==> src/sv/status_led_blink_sequencer_unit_assert.svh <==
// assertion macros shared by the rtl files
`ifndef STATUS_LED_BLINK_SEQUENCER_UNIT_ASSERT_SVH
`define STATUS_LED_BLINK_SEQUENCER_UNIT_ASSERT_SVH

// same-cycle implication, sampled on clk, off during rst
`define SLBS_ASSERT_IMP(lbl, ante, cons) \
  lbl: assert property (@(posedge clk) disable iff (rst) (ante) |-> (cons)) \
    else $error("slbs implication check failed");

// next-cycle implication, sampled on clk, off during rst
`define SLBS_ASSERT_NXT(lbl, ante, cons) \
  lbl: assert property (@(posedge clk) disable iff (rst) (ante) |=> (cons)) \
    else $error("slbs next-cycle check failed");

`endif

==> src/sv/slbs_pkg.sv <==
`default_nettype none

package slbs_pkg;

  typedef struct packed {
    logic [31:0] now_ms;
    logic        countdown_active;
    logic [31:0] countdown_start;
    logic        distress_request;
    logic        gps_fix_valid;
    logic        battery_low;
    logic        airborne;
  } tick_t;

  typedef struct packed {
    logic        red_on;
    logic        green_on;
    logic        beep_start;
    logic [11:0] beep_tone_hz;
    logic [5:0]  beep_length_ms;
    logic        distress_trigger;
  } result_t;

  localparam logic [31:0] SOS_WINDOW_MS = 32'd60000;
  localparam int          REM_W         = 16;

  // floor(r / 75) = (r * BLINK_RECIP) >> BLINK_SHIFT for r <= 60000
  localparam logic [16:0] BLINK_RECIP   = 17'd111849;
  localparam int          BLINK_SHIFT   = 23;
  localparam int          BLINK_Q_W     = 10;
  // floor(r / 40) = (r * BEEP_RECIP) >> BEEP_SHIFT for r <= 60000
  localparam logic [16:0] BEEP_RECIP    = 17'd104858;
  localparam int          BEEP_SHIFT    = 22;
  localparam int          BEEP_Q_W      = 11;

  localparam logic [31:0] BLINK_BASE_MS = 32'd200;
  localparam logic [31:0] BEEP_BASE_MS  = 32'd500;
  localparam logic [31:0] T_200_MS      = 32'd200;
  localparam logic [31:0] T_500_MS      = 32'd500;
  localparam logic [31:0] T_800_MS      = 32'd800;
  localparam logic [31:0] T_1500_MS     = 32'd1500;
  localparam logic [31:0] T_2000_MS     = 32'd2000;

  localparam logic [11:0] TONE_COUNTDOWN = 12'd2000;
  localparam logic [11:0] TONE_DISTRESS  = 12'd3000;
  localparam logic [5:0]  LEN_COUNTDOWN  = 6'd30;
  localparam logic [5:0]  LEN_DISTRESS   = 6'd50;

  typedef struct packed {
    logic hold;
    logic take;
  } stage_ctl_t;

endpackage

`default_nettype wire

==> src/sv/status_led_blink_sequencer_unit.sv <==
// status led blink sequencer
// tick channel: tick_valid / tick_ready with a tick_t beat holding the
// millisecond time, the countdown start and the status flags
// result channel: result_valid / result_ready with a result_t beat holding
// the red and green led levels, the beep request and the distress trigger
// one result beat per tick beat, in order
// path: a tick beat is held in the input register, passes through the
// blink and beep update and is loaded into the result register
// throughput: one beat per cycle unless result_ready stalls, set by the
// single blink and beep update between the input and result registers
// a tick beat is taken while a finished result still waits, as long as the
// input register is empty or moving on
// reset (rst, synchronous, active high) clears both valid flags, the blink
// and beep marks, the phase, both led levels and the sos latch
// a stall on result_ready holds the result register; one more tick beat is
// parked in the input register, then tick_ready drops
`default_nettype none

module status_led_blink_sequencer_unit (
  input  wire logic            clk,
  input  wire logic            rst,
  input  wire logic            tick_valid,
  output logic                 tick_ready,
  input  wire slbs_pkg::tick_t tick,
  output logic                 result_valid,
  input  wire logic            result_ready,
  output slbs_pkg::result_t    result
);
  import slbs_pkg::*;

  stage_ctl_t ctl;
  tick_t      held;
  result_t    next_result;
  logic       room;

  slbs_in_reg u_in_reg (
    .clk        (clk),
    .rst        (rst),
    .tick_valid (tick_valid),
    .tick_ready (tick_ready),
    .tick       (tick),
    .room       (room),
    .ctl        (ctl),
    .held       (held)
  );

  slbs_core u_core (
    .clk    (clk),
    .rst    (rst),
    .step   (ctl.take),
    .tick   (held),
    .result (next_result)
  );

  slbs_out_reg u_out_reg (
    .clk          (clk),
    .rst          (rst),
    .load         (ctl.take),
    .next_result  (next_result),
    .room         (room),
    .result_valid (result_valid),
    .result_ready (result_ready),
    .result       (result)
  );

endmodule

`default_nettype wire

==> src/sv/slbs_in_reg.sv <==
`default_nettype none

module slbs_in_reg (
  input  wire logic           clk,
  input  wire logic           rst,
  input  wire logic           tick_valid,
  output logic                tick_ready,
  input  wire slbs_pkg::tick_t tick,
  input  wire logic           room,
  output slbs_pkg::stage_ctl_t ctl,
  output slbs_pkg::tick_t     held
);
  import slbs_pkg::*;

  logic hold;

  assign ctl.hold   = hold;
  assign ctl.take   = hold && room;
  assign tick_ready = !hold || room;

  always_ff @(posedge clk) begin
    if (rst) begin
      hold <= 1'b0;
    end else if (tick_valid && tick_ready) begin
      hold <= 1'b1;
    end else if (ctl.take) begin
      hold <= 1'b0;
    end
  end

  always_ff @(posedge clk) begin
    if (tick_valid && tick_ready) begin
      held <= tick;
    end
  end

endmodule

`default_nettype wire

==> src/sv/slbs_core.sv <==
`default_nettype none

module slbs_core (
  input  wire logic            clk,
  input  wire logic            rst,
  input  wire logic            step,
  input  wire slbs_pkg::tick_t tick,
  output slbs_pkg::result_t    result
);
  import slbs_pkg::*;

  `include "status_led_blink_sequencer_unit_assert.svh"

  logic [31:0] led_mark, led_mark_next;
  logic [31:0] beep_mark, beep_mark_next;
  logic        blink_phase, blink_phase_next;
  logic        red_level, red_level_next;
  logic        green_level, green_level_next;
  logic        sos_latched, sos_latched_next;

  logic [31:0] since_led, since_beep, elapsed;
  logic        sos_eff, expired;
  logic [REM_W-1:0] remaining;
  logic [32:0] blink_prod, beep_prod;
  logic [31:0] flash_limit, chirp_limit;
  logic        beep, trig;
  logic [11:0] tone;
  logic [5:0]  blen;

  assign since_led  = tick.now_ms - led_mark;
  assign since_beep = tick.now_ms - beep_mark;
  assign elapsed    = tick.now_ms - tick.countdown_start;
  assign expired    = elapsed >= SOS_WINDOW_MS;
  assign sos_eff    = tick.countdown_active && sos_latched;
  assign remaining  = SOS_WINDOW_MS[REM_W-1:0] - elapsed[REM_W-1:0];

  assign blink_prod  = 33'(remaining) * 33'(BLINK_RECIP);
  assign beep_prod   = 33'(remaining) * 33'(BEEP_RECIP);
  assign flash_limit = BLINK_BASE_MS + 32'(blink_prod[BLINK_SHIFT +: BLINK_Q_W]);
  assign chirp_limit = BEEP_BASE_MS + 32'(beep_prod[BEEP_SHIFT +: BEEP_Q_W]);

  always_comb begin
    led_mark_next    = led_mark;
    beep_mark_next   = beep_mark;
    blink_phase_next = blink_phase;
    red_level_next   = red_level;
    green_level_next = green_level;
    sos_latched_next = sos_eff;
    beep = 1'b0;
    trig = 1'b0;
    tone = '0;
    blen = '0;
    if (tick.countdown_active && !sos_latched) begin
      if (expired) begin
        sos_latched_next = 1'b1;
        trig             = 1'b1;
      end else begin
        if (since_led > flash_limit) begin
          blink_phase_next = !blink_phase;
          led_mark_next    = tick.now_ms;
          red_level_next   = !blink_phase;
          green_level_next = 1'b0;
        end
        if (since_beep > chirp_limit) begin
          beep_mark_next = tick.now_ms;
          beep = 1'b1;
          tone = TONE_COUNTDOWN;
          blen = LEN_COUNTDOWN;
        end
      end
    end else if (tick.distress_request || sos_eff) begin
      if (since_led > T_500_MS) begin
        blink_phase_next = !blink_phase;
        led_mark_next    = tick.now_ms;
        red_level_next   = !blink_phase;
        green_level_next = blink_phase;
      end
      if (since_beep > T_2000_MS) begin
        beep_mark_next = tick.now_ms;
        beep = 1'b1;
        tone = TONE_DISTRESS;
        blen = LEN_DISTRESS;
      end
    end else if (!tick.gps_fix_valid) begin
      if (!blink_phase && since_led > T_800_MS) begin
        blink_phase_next = 1'b1;
        led_mark_next    = tick.now_ms;
        red_level_next   = 1'b1;
        green_level_next = 1'b1;
      end else if (blink_phase && since_led > T_200_MS) begin
        blink_phase_next = 1'b0;
        led_mark_next    = tick.now_ms;
        red_level_next   = 1'b0;
        green_level_next = 1'b0;
      end
    end else if (tick.battery_low) begin
      if (!blink_phase && since_led > T_1500_MS) begin
        blink_phase_next = 1'b1;
        led_mark_next    = tick.now_ms;
        red_level_next   = 1'b1;
        green_level_next = 1'b0;
      end else if (blink_phase && since_led > T_500_MS) begin
        blink_phase_next = 1'b0;
        led_mark_next    = tick.now_ms;
        red_level_next   = 1'b0;
        green_level_next = 1'b1;
      end
    end else if (tick.airborne) begin
      red_level_next = 1'b0;
      if (!blink_phase && since_led > T_1500_MS) begin
        blink_phase_next = 1'b1;
        led_mark_next    = tick.now_ms;
        green_level_next = 1'b0;
      end else if (blink_phase && since_led > T_500_MS) begin
        blink_phase_next = 1'b0;
        led_mark_next    = tick.now_ms;
        green_level_next = 1'b1;
      end
    end else begin
      red_level_next   = 1'b0;
      green_level_next = 1'b1;
      blink_phase_next = 1'b0;
      led_mark_next    = tick.now_ms;
    end
  end

  always_ff @(posedge clk) begin
    if (rst) begin
      led_mark    <= '0;
      beep_mark   <= '0;
      blink_phase <= 1'b0;
      red_level   <= 1'b0;
      green_level <= 1'b0;
      sos_latched <= 1'b0;
    end else if (step) begin
      led_mark    <= led_mark_next;
      beep_mark   <= beep_mark_next;
      blink_phase <= blink_phase_next;
      red_level   <= red_level_next;
      green_level <= green_level_next;
      sos_latched <= sos_latched_next;
    end
  end

  assign result.red_on           = red_level_next;
  assign result.green_on         = green_level_next;
  assign result.beep_start       = beep;
  assign result.beep_tone_hz     = tone;
  assign result.beep_length_ms   = blen;
  assign result.distress_trigger = trig;

  `SLBS_ASSERT_IMP(a_trig_no_beep, step && trig, !beep)
  `SLBS_ASSERT_IMP(a_beep_tone, step && beep, tone == TONE_COUNTDOWN || tone == TONE_DISTRESS)
  `SLBS_ASSERT_NXT(a_trig_latches, step && trig, sos_latched)
  `SLBS_ASSERT_NXT(a_latch_clears, step && !tick.countdown_active, !sos_latched)

endmodule

`default_nettype wire

==> src/sv/slbs_out_reg.sv <==
`default_nettype none

module slbs_out_reg (
  input  wire logic              clk,
  input  wire logic              rst,
  input  wire logic              load,
  input  wire slbs_pkg::result_t next_result,
  output logic                   room,
  output logic                   result_valid,
  input  wire logic              result_ready,
  output slbs_pkg::result_t      result
);
  import slbs_pkg::*;

  `include "status_led_blink_sequencer_unit_assert.svh"

  assign room = !result_valid || result_ready;

  always_ff @(posedge clk) begin
    if (rst) begin
      result_valid <= 1'b0;
    end else if (load) begin
      result_valid <= 1'b1;
    end else if (result_ready) begin
      result_valid <= 1'b0;
    end
  end

  always_ff @(posedge clk) begin
    if (load) begin
      result <= next_result;
    end
  end

  `SLBS_ASSERT_IMP(a_load_has_room, load, room)
  `SLBS_ASSERT_NXT(a_load_shows, load, result_valid)
  `SLBS_ASSERT_NXT(a_stall_keeps, result_valid && !result_ready && !load, $stable(result))

endmodule

`default_nettype wire

==> config.mk <==
export PLATFORM = sky130hd
export DESIGN_NAME = status_led_blink_sequencer_unit
export DESIGN_NICKNAME = d
export VERILOG_FILES = /design/src/sv/slbs_pkg.sv /design/src/sv/status_led_blink_sequencer_unit.sv /design/src/sv/slbs_in_reg.sv /design/src/sv/slbs_core.sv /design/src/sv/slbs_out_reg.sv
export VERILOG_INCLUDE_DIRS = /design/src /design/src/sv
export SDC_FILE = /design/constraint.sdc
export NUM_CORES = 1
export LEC_CHECK = 0
export ABC_AREA = 1
export CAP_MARGIN = 15
export CELL_PAD_IN_SITES_DETAIL_PLACEMENT = 1
export CELL_PAD_IN_SITES_GLOBAL_PLACEMENT = 2
export CORE_UTILIZATION = 35
export DETAILED_ROUTE_END_ITERATION = 10
export DONT_BUFFER_PORTS = 1
export PLACE_DENSITY_LB_ADDON = 0.1
export SKIP_CTS_REPAIR_TIMING = 1
export SLEW_MARGIN = 20
export SYNTH_ARGS = -nofsm -noshare
export SYNTH_HDL_FRONTEND = slang
export SYNTH_SLANG_ARGS = --single-unit
==> constraint.sdc <==
create_clock -name clk -period 21.3 [get_ports clk]
set_input_delay 1.065 -clock clk [delete_from_list [all_inputs] [get_ports clk]]
set_output_delay 1.065 -clock clk [all_outputs]
set_load 0.01 [all_outputs]
==> results of run 1 <==
==> cell type report <==
| type | instances | area, µm² | area share |
|---|---|---|---|
| Tap cell | 864 | 1080 | 0.0432 |
| Inverter | 745 | 2800 | 0.112 |
| Multi-Input combinational cell | 2398 | 16800 | 0.673 |
| Timing Repair Buffer | 8 | 60.1 | 0.00240 |
| Antenna cell | 3 | 7.51 | 0.000300 |
| Clock inverter | 13 | 151 | 0.00605 |
| Sequential cell | 145 | 3650 | 0.146 |
| Clock buffer | 19 | 433 | 0.0173 |
==> through the flow <==
step                setup WS [ps]  cells  instance area [µm²]
CTS                          9530   4192                25000
global placement             9790   4160                24400
detailed placement           9580   4160                24400
finish                       9590   4195                25000
global route                 8620   4193                25000
floorplan                   11680   3333                23600
==> sequential cells by signal, summed over array words and instances, names as in the netlist <==
name / flops
u_core.beep_mark: 32
u_core.blink_phase: 1
u_core.green_level: 1
u_core.led_mark: 32
u_core.red_level: 1
u_core.sos_latched: 1
u_in_reg.held: 69
u_in_reg.hold: 1
u_out_reg.result: 6
u_out_reg.result_valid: 1
==> path summary, 6_finish.rpt <==
kind / end / slack (ps) / start
worst max-delay path: u_core.led_mark[23]$_SDFFE_PP0P_ / 9590 / u_in_reg.held[37]$_DFFE_PP_
worst min register to register: u_core.beep_mark[19]$_SDFFE_PP0P_ / 490 / u_core.beep_mark[19]$_SDFFE_PP0P_
worst max register to register: u_core.led_mark[23]$_SDFFE_PP0P_ / 9590 / u_in_reg.held[37]$_DFFE_PP_
worst min-delay path: u_core.beep_mark[19]$_SDFFE_PP0P_ / 490 / u_core.beep_mark[19]$_SDFFE_PP0P_
==> per-layer routing <==
layer	part of all wire	track usage	vias to the layer above	wire, µm
met5	0.00039	0	-	31
met4	0.028	0.0766	4	2160
met3	0.020	0.0246	89	1600
met2	0.51	0.439	228	39900
met1	0.44	0.287	9914	34900
li1	-	-	10400	-
==> worst register-to-register path: cells and delay by family, from the launching register on <==
kind | cells | cell delay (ps)
buf+inv | 8 | 890
fa+ha+maj | 10 | 4090
flops | 1 | 380
compound gates | 6 | 730
xor+xnor | 2 | 790
simple gates | 27 | 4700
==> placed cells by master (no fill, tap or decap), types with 5 or more instances in the layout <==
master / instances
a21boi_0: 13
a21o_1: 10
a21oi_1: 193
a31oi_1: 6
buf_4: 8
clkbuf_16: 17
dfxtp_1: 70
edfxtp_1: 75
fa_1: 180
ha_1: 367
inv_1: 727
inv_2: 14
nand2_1: 787
nand2_2: 7
nand3_1: 193
nand3b_1: 16
nand4_1: 36
nor2_1: 319
nor2_2: 7
nor3_1: 18
nor4_1: 8
o211ai_1: 7
o21a_1: 5
o21ai_0: 65
o21ai_1: 11
o21bai_1: 17
o31ai_1: 7
or2_2: 5
xnor2_1: 27
xor2_1: 56
xor2_2: 6
==> synthesized netlist by cell type, types with 36 or more instances <==
library cell    n
nand4_1        36
dfxtp_1        70
a21oi_1       193
nor2_1        319
xor2_1         58
edfxtp_1       75
nand2_1       788
nand3_1       193
inv_1         728
fa_1          180
o21ai_0        65
ha_1          367
==> kinds of logic (layout without fill, tap and decap cells) <==
| kind of cell | after synthesis | count (layout) | share of synthesized area |
|---|---|---|---|
| AO/OA/AOI/OAI | 347 | 347 | 0.0824 |
| XOR/XNOR | 90 | 90 | 0.0351 |
| adder cells (fa/ha/maj) | 547 | 547 | 0.348 |
| buffers and inverters | 790 | 785 | 0.131 |
| flip-flops | 145 | 145 | 0.155 |
| other | 1 | 7 | 0.000159 |
| AND/OR/NAND/NOR | 1410 | 1410 | 0.248 |
==> flow_summary.toml, run 1 <==
[worst_setup_path]
slowest_delay_ps = 690
reg2regPathDepth = 53
crit_fanout = 64
cp_common_cell = "nand2_1"
path_depth = 53
worstSetupPathType = "flip-flop to flip-flop"
cp-start-kind = "flip-flop"
crit_family = "simple AND/OR/NAND/NOR gates"
cp.arrival_ps = 12070
cp.required_ps = 21670
endpoint_kind = "flip-flop"
path_buf_inv = 8
critPathSlowestCell = "nand4_4"

[final_layout]
drive_gt1_frac = 0.0273
fill_cells = 8362
final_nets = 3935
syn_to_final_growth_pct = 6.26
final_util = 0.378

[sta]
whs_ps = 485
finClkSkew_ps = 16.2
period_share = 0.550
tns_ps = 0
worstMarginPinSlew_ps = 1050
setup_viol = 0
finalHoldViolCount = 0
drv_slew = 0
finalCriticalPeriod_ps = 11710
relSlewSlack = 0.299
rsz0062_at_grt = "false"
fmax_mhz = 85.4

[cts]
cts_root_buffer = "clkbuf_16"
cts_tree = "built"
clk-insertion-delay-late_ps = 490
cts_sinks = 145
h-tree-depth = 4
cts_made_buffers = 17
cts.path.max_buffers = 2
cts.clk_slew.worst_paths_ps = 70

[yosys]
synth_cell_types = 51
async_flop_share = 0
postSynthCellCount = 3330
synth.largest_area_cell = "ha_1"
ys_top_cells_by_area = "ha_1, fa_1, nand2_1"
syn_avg_cell_area_um2 = 7.07
synth_area_mm2 = 0.0235
ys_seq_elements = 145
synth_top_area_frac = 0.195
synth_edf_count = 75
seq_area_frac_synth = 0.155
ys.flop_type = "edfxtp_1"
yosysWarnings = 0

[detailed_routing]
wl_mm = 78.6
vias = 20600
firstDrtPassIters = 5
drcViolationCount = 0
detail_route.wl_per_cell_um = 18.7
drt_iter0_drc = 897
antenna_left = 0
via_per_inst = 4.92

[global_route]
grt_overflow = 0
grt_pass1_vias = 22200
grt_usage = 0.238
antenna_found_initial = 7
grt_pass1_wl_mm = 124
grt_max_degree = 72

[outcome]
status = "complete, no violations"

[placement]
gp_congestion = 0.893
hpwl_mm = 68.9
io_buffers = 0

[min_path]
hold_path_depth = 2
hp-class = "flip-flop to flip-flop"

[floorplan]
start_util = 0.356
std_cell_rows = 94
io_pins = 97
die_w_um = 261
core_region_area_mm2 = 0.0662
dieArea_mm2 = 0.0683
die_h_um = 261

[job]
maxCapViolCount = 0
Power of run 1 is left out: the tool's default activity adds up to more than one toggle a clock period on the data nets, which glitch-free logic cannot reach.
==> inputs of run 2 (changes only) <==
Settings changed: ABC_AREA 1 to 0.
Clock period 21.3 ns to 10.45 ns, I/O delays scaled along.
==> run 2 against run 1 <==
Against the previous run: the flow now finishes with violations (setup timing); cell count shrank 18%; hold slack lost 320 ps; non-clock buffer count grew 243; synthesized cell count shrank 28%; via count shrank 13%; area after synthesis shrank 7.2%; register-to-register slack lost 9800 ps.
==> flow_summary.toml, run 2 <==
[detailed_routing]
firstDrtPassIters = 5
detail_route.wl_per_cell_um = 20.9
drcViolationCount = 0
drt_iter0_drc = 614
via_per_inst = 5.21
antenna_left = 0
wl_mm = 72.2
vias = 18000

[sta]
fmax_mhz = 94.0
finalCriticalPeriod_ps = 10640
setup_viol = 68
fin_ws_ps = -189
period_share = 1.02
relSlewSlack = 0.483
drv_slew = 0
worstMarginPinSlew_ps = 769
finClkSkew_ps = 12.2
whs_ps = 160
rsz0062_at_grt = "true"
finalHoldViolCount = 0

[placement]
gp_congestion = 0.866
io_buffers = 0
dpl-instance-area_mm2 = 0.0242
hpwl_mm = 60.4

[outcome]
violations = "setup timing"
status = "finished, violations left"

[yosys]
postSynthCellCount = 2403
ys.flop_type = "edfxtp_1"
seq_area_frac_synth = 0.167
synth_area_mm2 = 0.0218
ys_top_cells_by_area = "ha_1, fa_1, edfxtp_1"
ys_seq_elements = 145
synth_cell_types = 100
synth_top_area_frac = 0.210
synth_commonest_cells = "inv_1, ha_1, fa_1, a21oi_1, nand2b_1"
synth.largest_area_cell = "ha_1"
synth_most_common_cell = "inv_1"
syn_avg_cell_area_um2 = 9.09
async_flop_share = 0
synth_edf_count = 75
yosysWarnings = 0

[worst_setup_path]
crit-reg2reg-launch = "u_in_reg.held[37]$_DFFE_PP_"
r2r-end = "u_core.led_mark[28]$_SDFFE_PP0P_"
critical_path.endpoint = "u_core.led_mark[28]$_SDFFE_PP0P_"
slowest_delay_ps = 600
cp.required_ps = 10780
r2r_slack_ps = -190
critPathSlowestCell = "fa_1"
critPathLaunch = "u_in_reg.held[37]$_DFFE_PP_"
cp_common_cell = "inv_2"
endpoint_kind = "flip-flop"
crit_family = "adder cells"
reg2regPathDepth = 52
path_depth = 52
crit_fanout = 8
worstSetupPathType = "flip-flop to flip-flop"
cp-start-kind = "flip-flop"
path_buf_inv = 12
cp.arrival_ps = 10970

[floorplan]
io_pins = 97
core_region_area_mm2 = 0.0617
start_util = 0.354
std_cell_rows = 91
die_h_um = 252
die_w_um = 252
dieArea_mm2 = 0.0634

[cts]
cts.path.max_buffers = 2
cts.clk_slew.worst_paths_ps = 70
cts_tree = "built"
cts_root_buffer = "clkbuf_16"
cts_sinks = 145
h-tree-depth = 4
cts_made_buffers = 17
clk-insertion-delay-late_ps = 450

[final_layout]
syn_to_final_growth_pct = 18.9
final_common_cell = "inv_1"
final_nets = 3225
drive_gt1_frac = 0.170
top_regs = "u_in_reg.held x69, u_core.beep_mark x32, u_core.led_mark x32"
final_cell_mix = "inv_1, ha_1, buf_4"
design_area_mm2 = 0.0260
largest_reg_flops = 69
largest_register = "u_in_reg.held"

[global_route]
grt_usage = 0.226
grt_pass1_wl_mm = 110
grt_pass1_vias = 19600
antenna_found_initial = 6
grt_max_degree = 105
grt_overflow = 0

[job]
maxCapViolCount = 0

[min_path]
hp-class = "input pin to flip-flop"
==> run 2: cell families after synthesis <==
group,share of synthesized area
simple gates,0.141
mux,0.0366
fa+ha+maj,0.375
xor+xnor,0.0448
buf+inv,0.0867
compound gates,0.148
other cells,0.000172
flops,0.167
==> run 2: metrics by stage <==
| stage | setup slack, ps | std cells | setup TNS, ps | utilization |
|---|---|---|---|---|
| 6_report | -189 | 3458 | -10490 | 0.421 |
| 5_1_grt | -693 | 3457 | -37580 | 0.421 |
| 4_1_cts | -889 | 3423 | -52130 | 0.401 |
| 3_5_place_dp | -832 | 3391 | -47650 | 0.392 |
| 3_3_place_gp | -572 | 3391 | -27310 | 0.392 |
| 2_1_floorplan | 5.03 | 2406 | 0 | - |
==> run 2: worst min path at each step <==
stage                                      start                             endpoint  slack (ps)  cells past startpoint
2_1_floorplan  u_core.beep_mark[10]$_SDFFE_PP0P_    u_core.beep_mark[10]$_SDFFE_PP0P_         450                      2
3_3_place_gp    u_core.led_mark[28]$_SDFFE_PP0P_     u_core.led_mark[28]$_SDFFE_PP0P_         460                      2
3_5_place_dp    u_core.beep_mark[7]$_SDFFE_PP0P_     u_core.beep_mark[7]$_SDFFE_PP0P_         470                      2
4_1_cts                                      rst  u_out_reg.result_valid$_SDFFE_PP0P_         120                      1
5_1_grt                                 tick[48]          u_in_reg.held[48]$_DFFE_PP_         140                      0
6_report                                tick[14]          u_in_reg.held[14]$_DFFE_PP_         160                      0
==> run 2: cell type report <==
class / count / area (µm²)
Clock buffer: 20 / 437
Tap cell: 837 / 1050
Inverter: 395 / 1480
Fill cell: 7143 / 35700
Timing Repair Buffer: 251 / 2090
Multi-Input combinational cell: 1795 / 17100
Clock inverter: 12 / 134
Antenna cell: 3 / 7.51
Sequential cell: 145 / 3650
==> run 2: routing by layer <==
layer / global-route usage / up-vias / routed length [µm]
met5: 0 / - / 13
met2: 0.446 / 179 / 39700
li1: - / 8703 / -
met3: 0.0151 / 78 / 1120
met1: 0.251 / 9042 / 29300
met4: 0.0802 / 2 / 2110
Power of run 2 is left out for the same reason.
==> inputs of run 3 (changes only) <==
Settings changed: CORE_ASPECT_RATIO set to 0.5.
==> run 3 against run 2 <==
Against the previous run: highest routed layer is now met4; first-iteration DRC count rose by 33%; largest cell class unchanged; clock skew hardly changed; worst setup slack got worse by 12 ps; global-route usage fell by 1.3 points; sequential share of layout area grew 0.27 points; non-clock buffer count shrank 12; cell count down 0.78%; register-to-register slack barely moved; via count is 1.8% lower; the run still ends with setup timing left; cell area shrank 1.9%.
==> flow_summary.toml, run 3 (synthesized netlist as in run 2, its figures left out) <==
[placement]
dpl-instance-area_mm2 = 0.0242
io_buffers = 0
dp.cells = 3380
gp_congestion = 0.850
hpwl_mm = 55.5

[worst_setup_path]
cp.required_ps = 10800
endpoint_kind = "flip-flop"
cp-start-kind = "flip-flop"
critPathSlowestCell = "fa_2"
slowest_delay_ps = 610
cp_common_cell = "inv_2"
crit_fanout = 6
worstSetupPathType = "flip-flop to flip-flop"
cp.arrival_ps = 11000

[detailed_routing]
drcViolationCount = 0
firstDrtPassIters = 5
wl_mm = 66.7
antenna_left = 0
drt_iter0_drc = 817
detail_route.wl_per_cell_um = 19.4
vias = 17700
via_per_inst = 5.15

[floorplan]
start_util = 0.356
dieArea_mm2 = 0.0635
die_w_um = 355
io_pins = 97
core_region_area_mm2 = 0.0614
die_h_um = 179
std_cell_rows = 64

[global_route]
grt_pass1_wl_mm = 105
grt_pass1_vias = 18600
grt_usage = 0.213
grt_max_degree = 105
grt_overflow = 0
antenna_found_initial = 3

[sta]
finalCriticalPeriod_ps = 10650
worstMarginPinSlew_ps = 1060
period_share = 1.02
finalHoldViolCount = 0
setup_viol = 67
fmax_mhz = 93.9
rsz0062_at_grt = "true"
fin_ws_ps = -202
drv_slew = 0
finClkSkew_ps = 12.1
relSlewSlack = 0.291

[cts]
cts.path.max_buffers = 2
h-tree-depth = 4
cts_tree = "built"
cts_sinks = 145
cts.clk_slew.worst_paths_ps = 70
clk-insertion-delay-late_ps = 460
cts_made_buffers = 17
cts_root_buffer = "clkbuf_16"

[min_path]
hp-class = "input pin to flip-flop"

[final_layout]
top_regs = "u_in_reg.held x69, u_core.beep_mark x32, u_core.led_mark x32"
largest_register = "u_in_reg.held"
fill_cells = 7019
largest_reg_flops = 69
design_area_mm2 = 0.0255
finalNonFillerCells = 3431
antenna_cells = 0
final_nets = 3213
final_cell_mix = "inv_1, ha_1, buf_4"
final_common_cell = "inv_1"
drive_gt1_frac = 0.156
syn_to_final_growth_pct = 16.7

[outcome]
violations = "setup timing"
status = "finished, violations left"

[job]
maxCapViolCount = 0
==> run 3: cell count changes in the layout (fill, tap and decap cells not counted), sizes merged <==
cell / delta
bufinv: -1
buf: -13
clkinvlp: +2
inv: +2
clkbuf: -1
diode: -3
clkinv: -1
==> run 3: routing by layer <==
metal / vias to the layer above / track usage / routed length [µm]
li1: 8690 / - / -
met1: 8768 / 0.290 / 33000
met2: 166 / 0.364 / 31300
met3: 48 / 0.0212 / 1430
met4: 0 / 0.0483 / 1020
met5: - / 0 / 0
==> run 3: area by class of cell <==
class	instances	area, µm²	share of cell area
well taps	825	1030	0.0405
inverters	395	1480	0.0582
multi-input cells	1795	16800	0.660
clock buffers	18	429	0.0168
flip-flops and latches	145	3650	0.143
clock inverters	14	129	0.00506
repair buffers	239	1940	0.0762
==> run 3: per-stage QoR <==
stage,TNS (ps),utilization,worst slack [ps],hold slack (ps)
after floorplan,0,-,5.03,449
after global placement,-26820,0.394,-517,460
after detailed placement,-45120,0.394,-720,468
after CTS,-49720,0.403,-790,105
after global routing,-47230,0.415,-734,122
final,-10210,0.415,-202,148
==> run 3: critical path: cells and delay by family (launching register included) <==
family                     cells  cell delay (ps)
AOI/OAI and AO/OA             15             2530
xor gates and xnor gates       3              540
adders and majority gates     11             4410
buffers and inverters         12              940
DFF                            1              410
muxes                          1              110
and+or+nand+nor               10             1590
==> run 3: final timing paths <==
path	endpoint	from	slack, ps	cells after the start
setup / recovery	u_core.led_mark[27]$_SDFFE_PP0P_	u_in_reg.held[37]$_DFFE_PP_	-200	52
hold / removal	u_in_reg.held[52]$_DFFE_PP_	tick[52]	150	0
setup reg to reg	u_core.led_mark[27]$_SDFFE_PP0P_	u_in_reg.held[37]$_DFFE_PP_	-200	52
hold reg to reg	u_core.beep_mark[21]$_SDFFE_PP0P_	u_core.beep_mark[21]$_SDFFE_PP0P_	470	2
Power of run 3 is left out for the same reason.
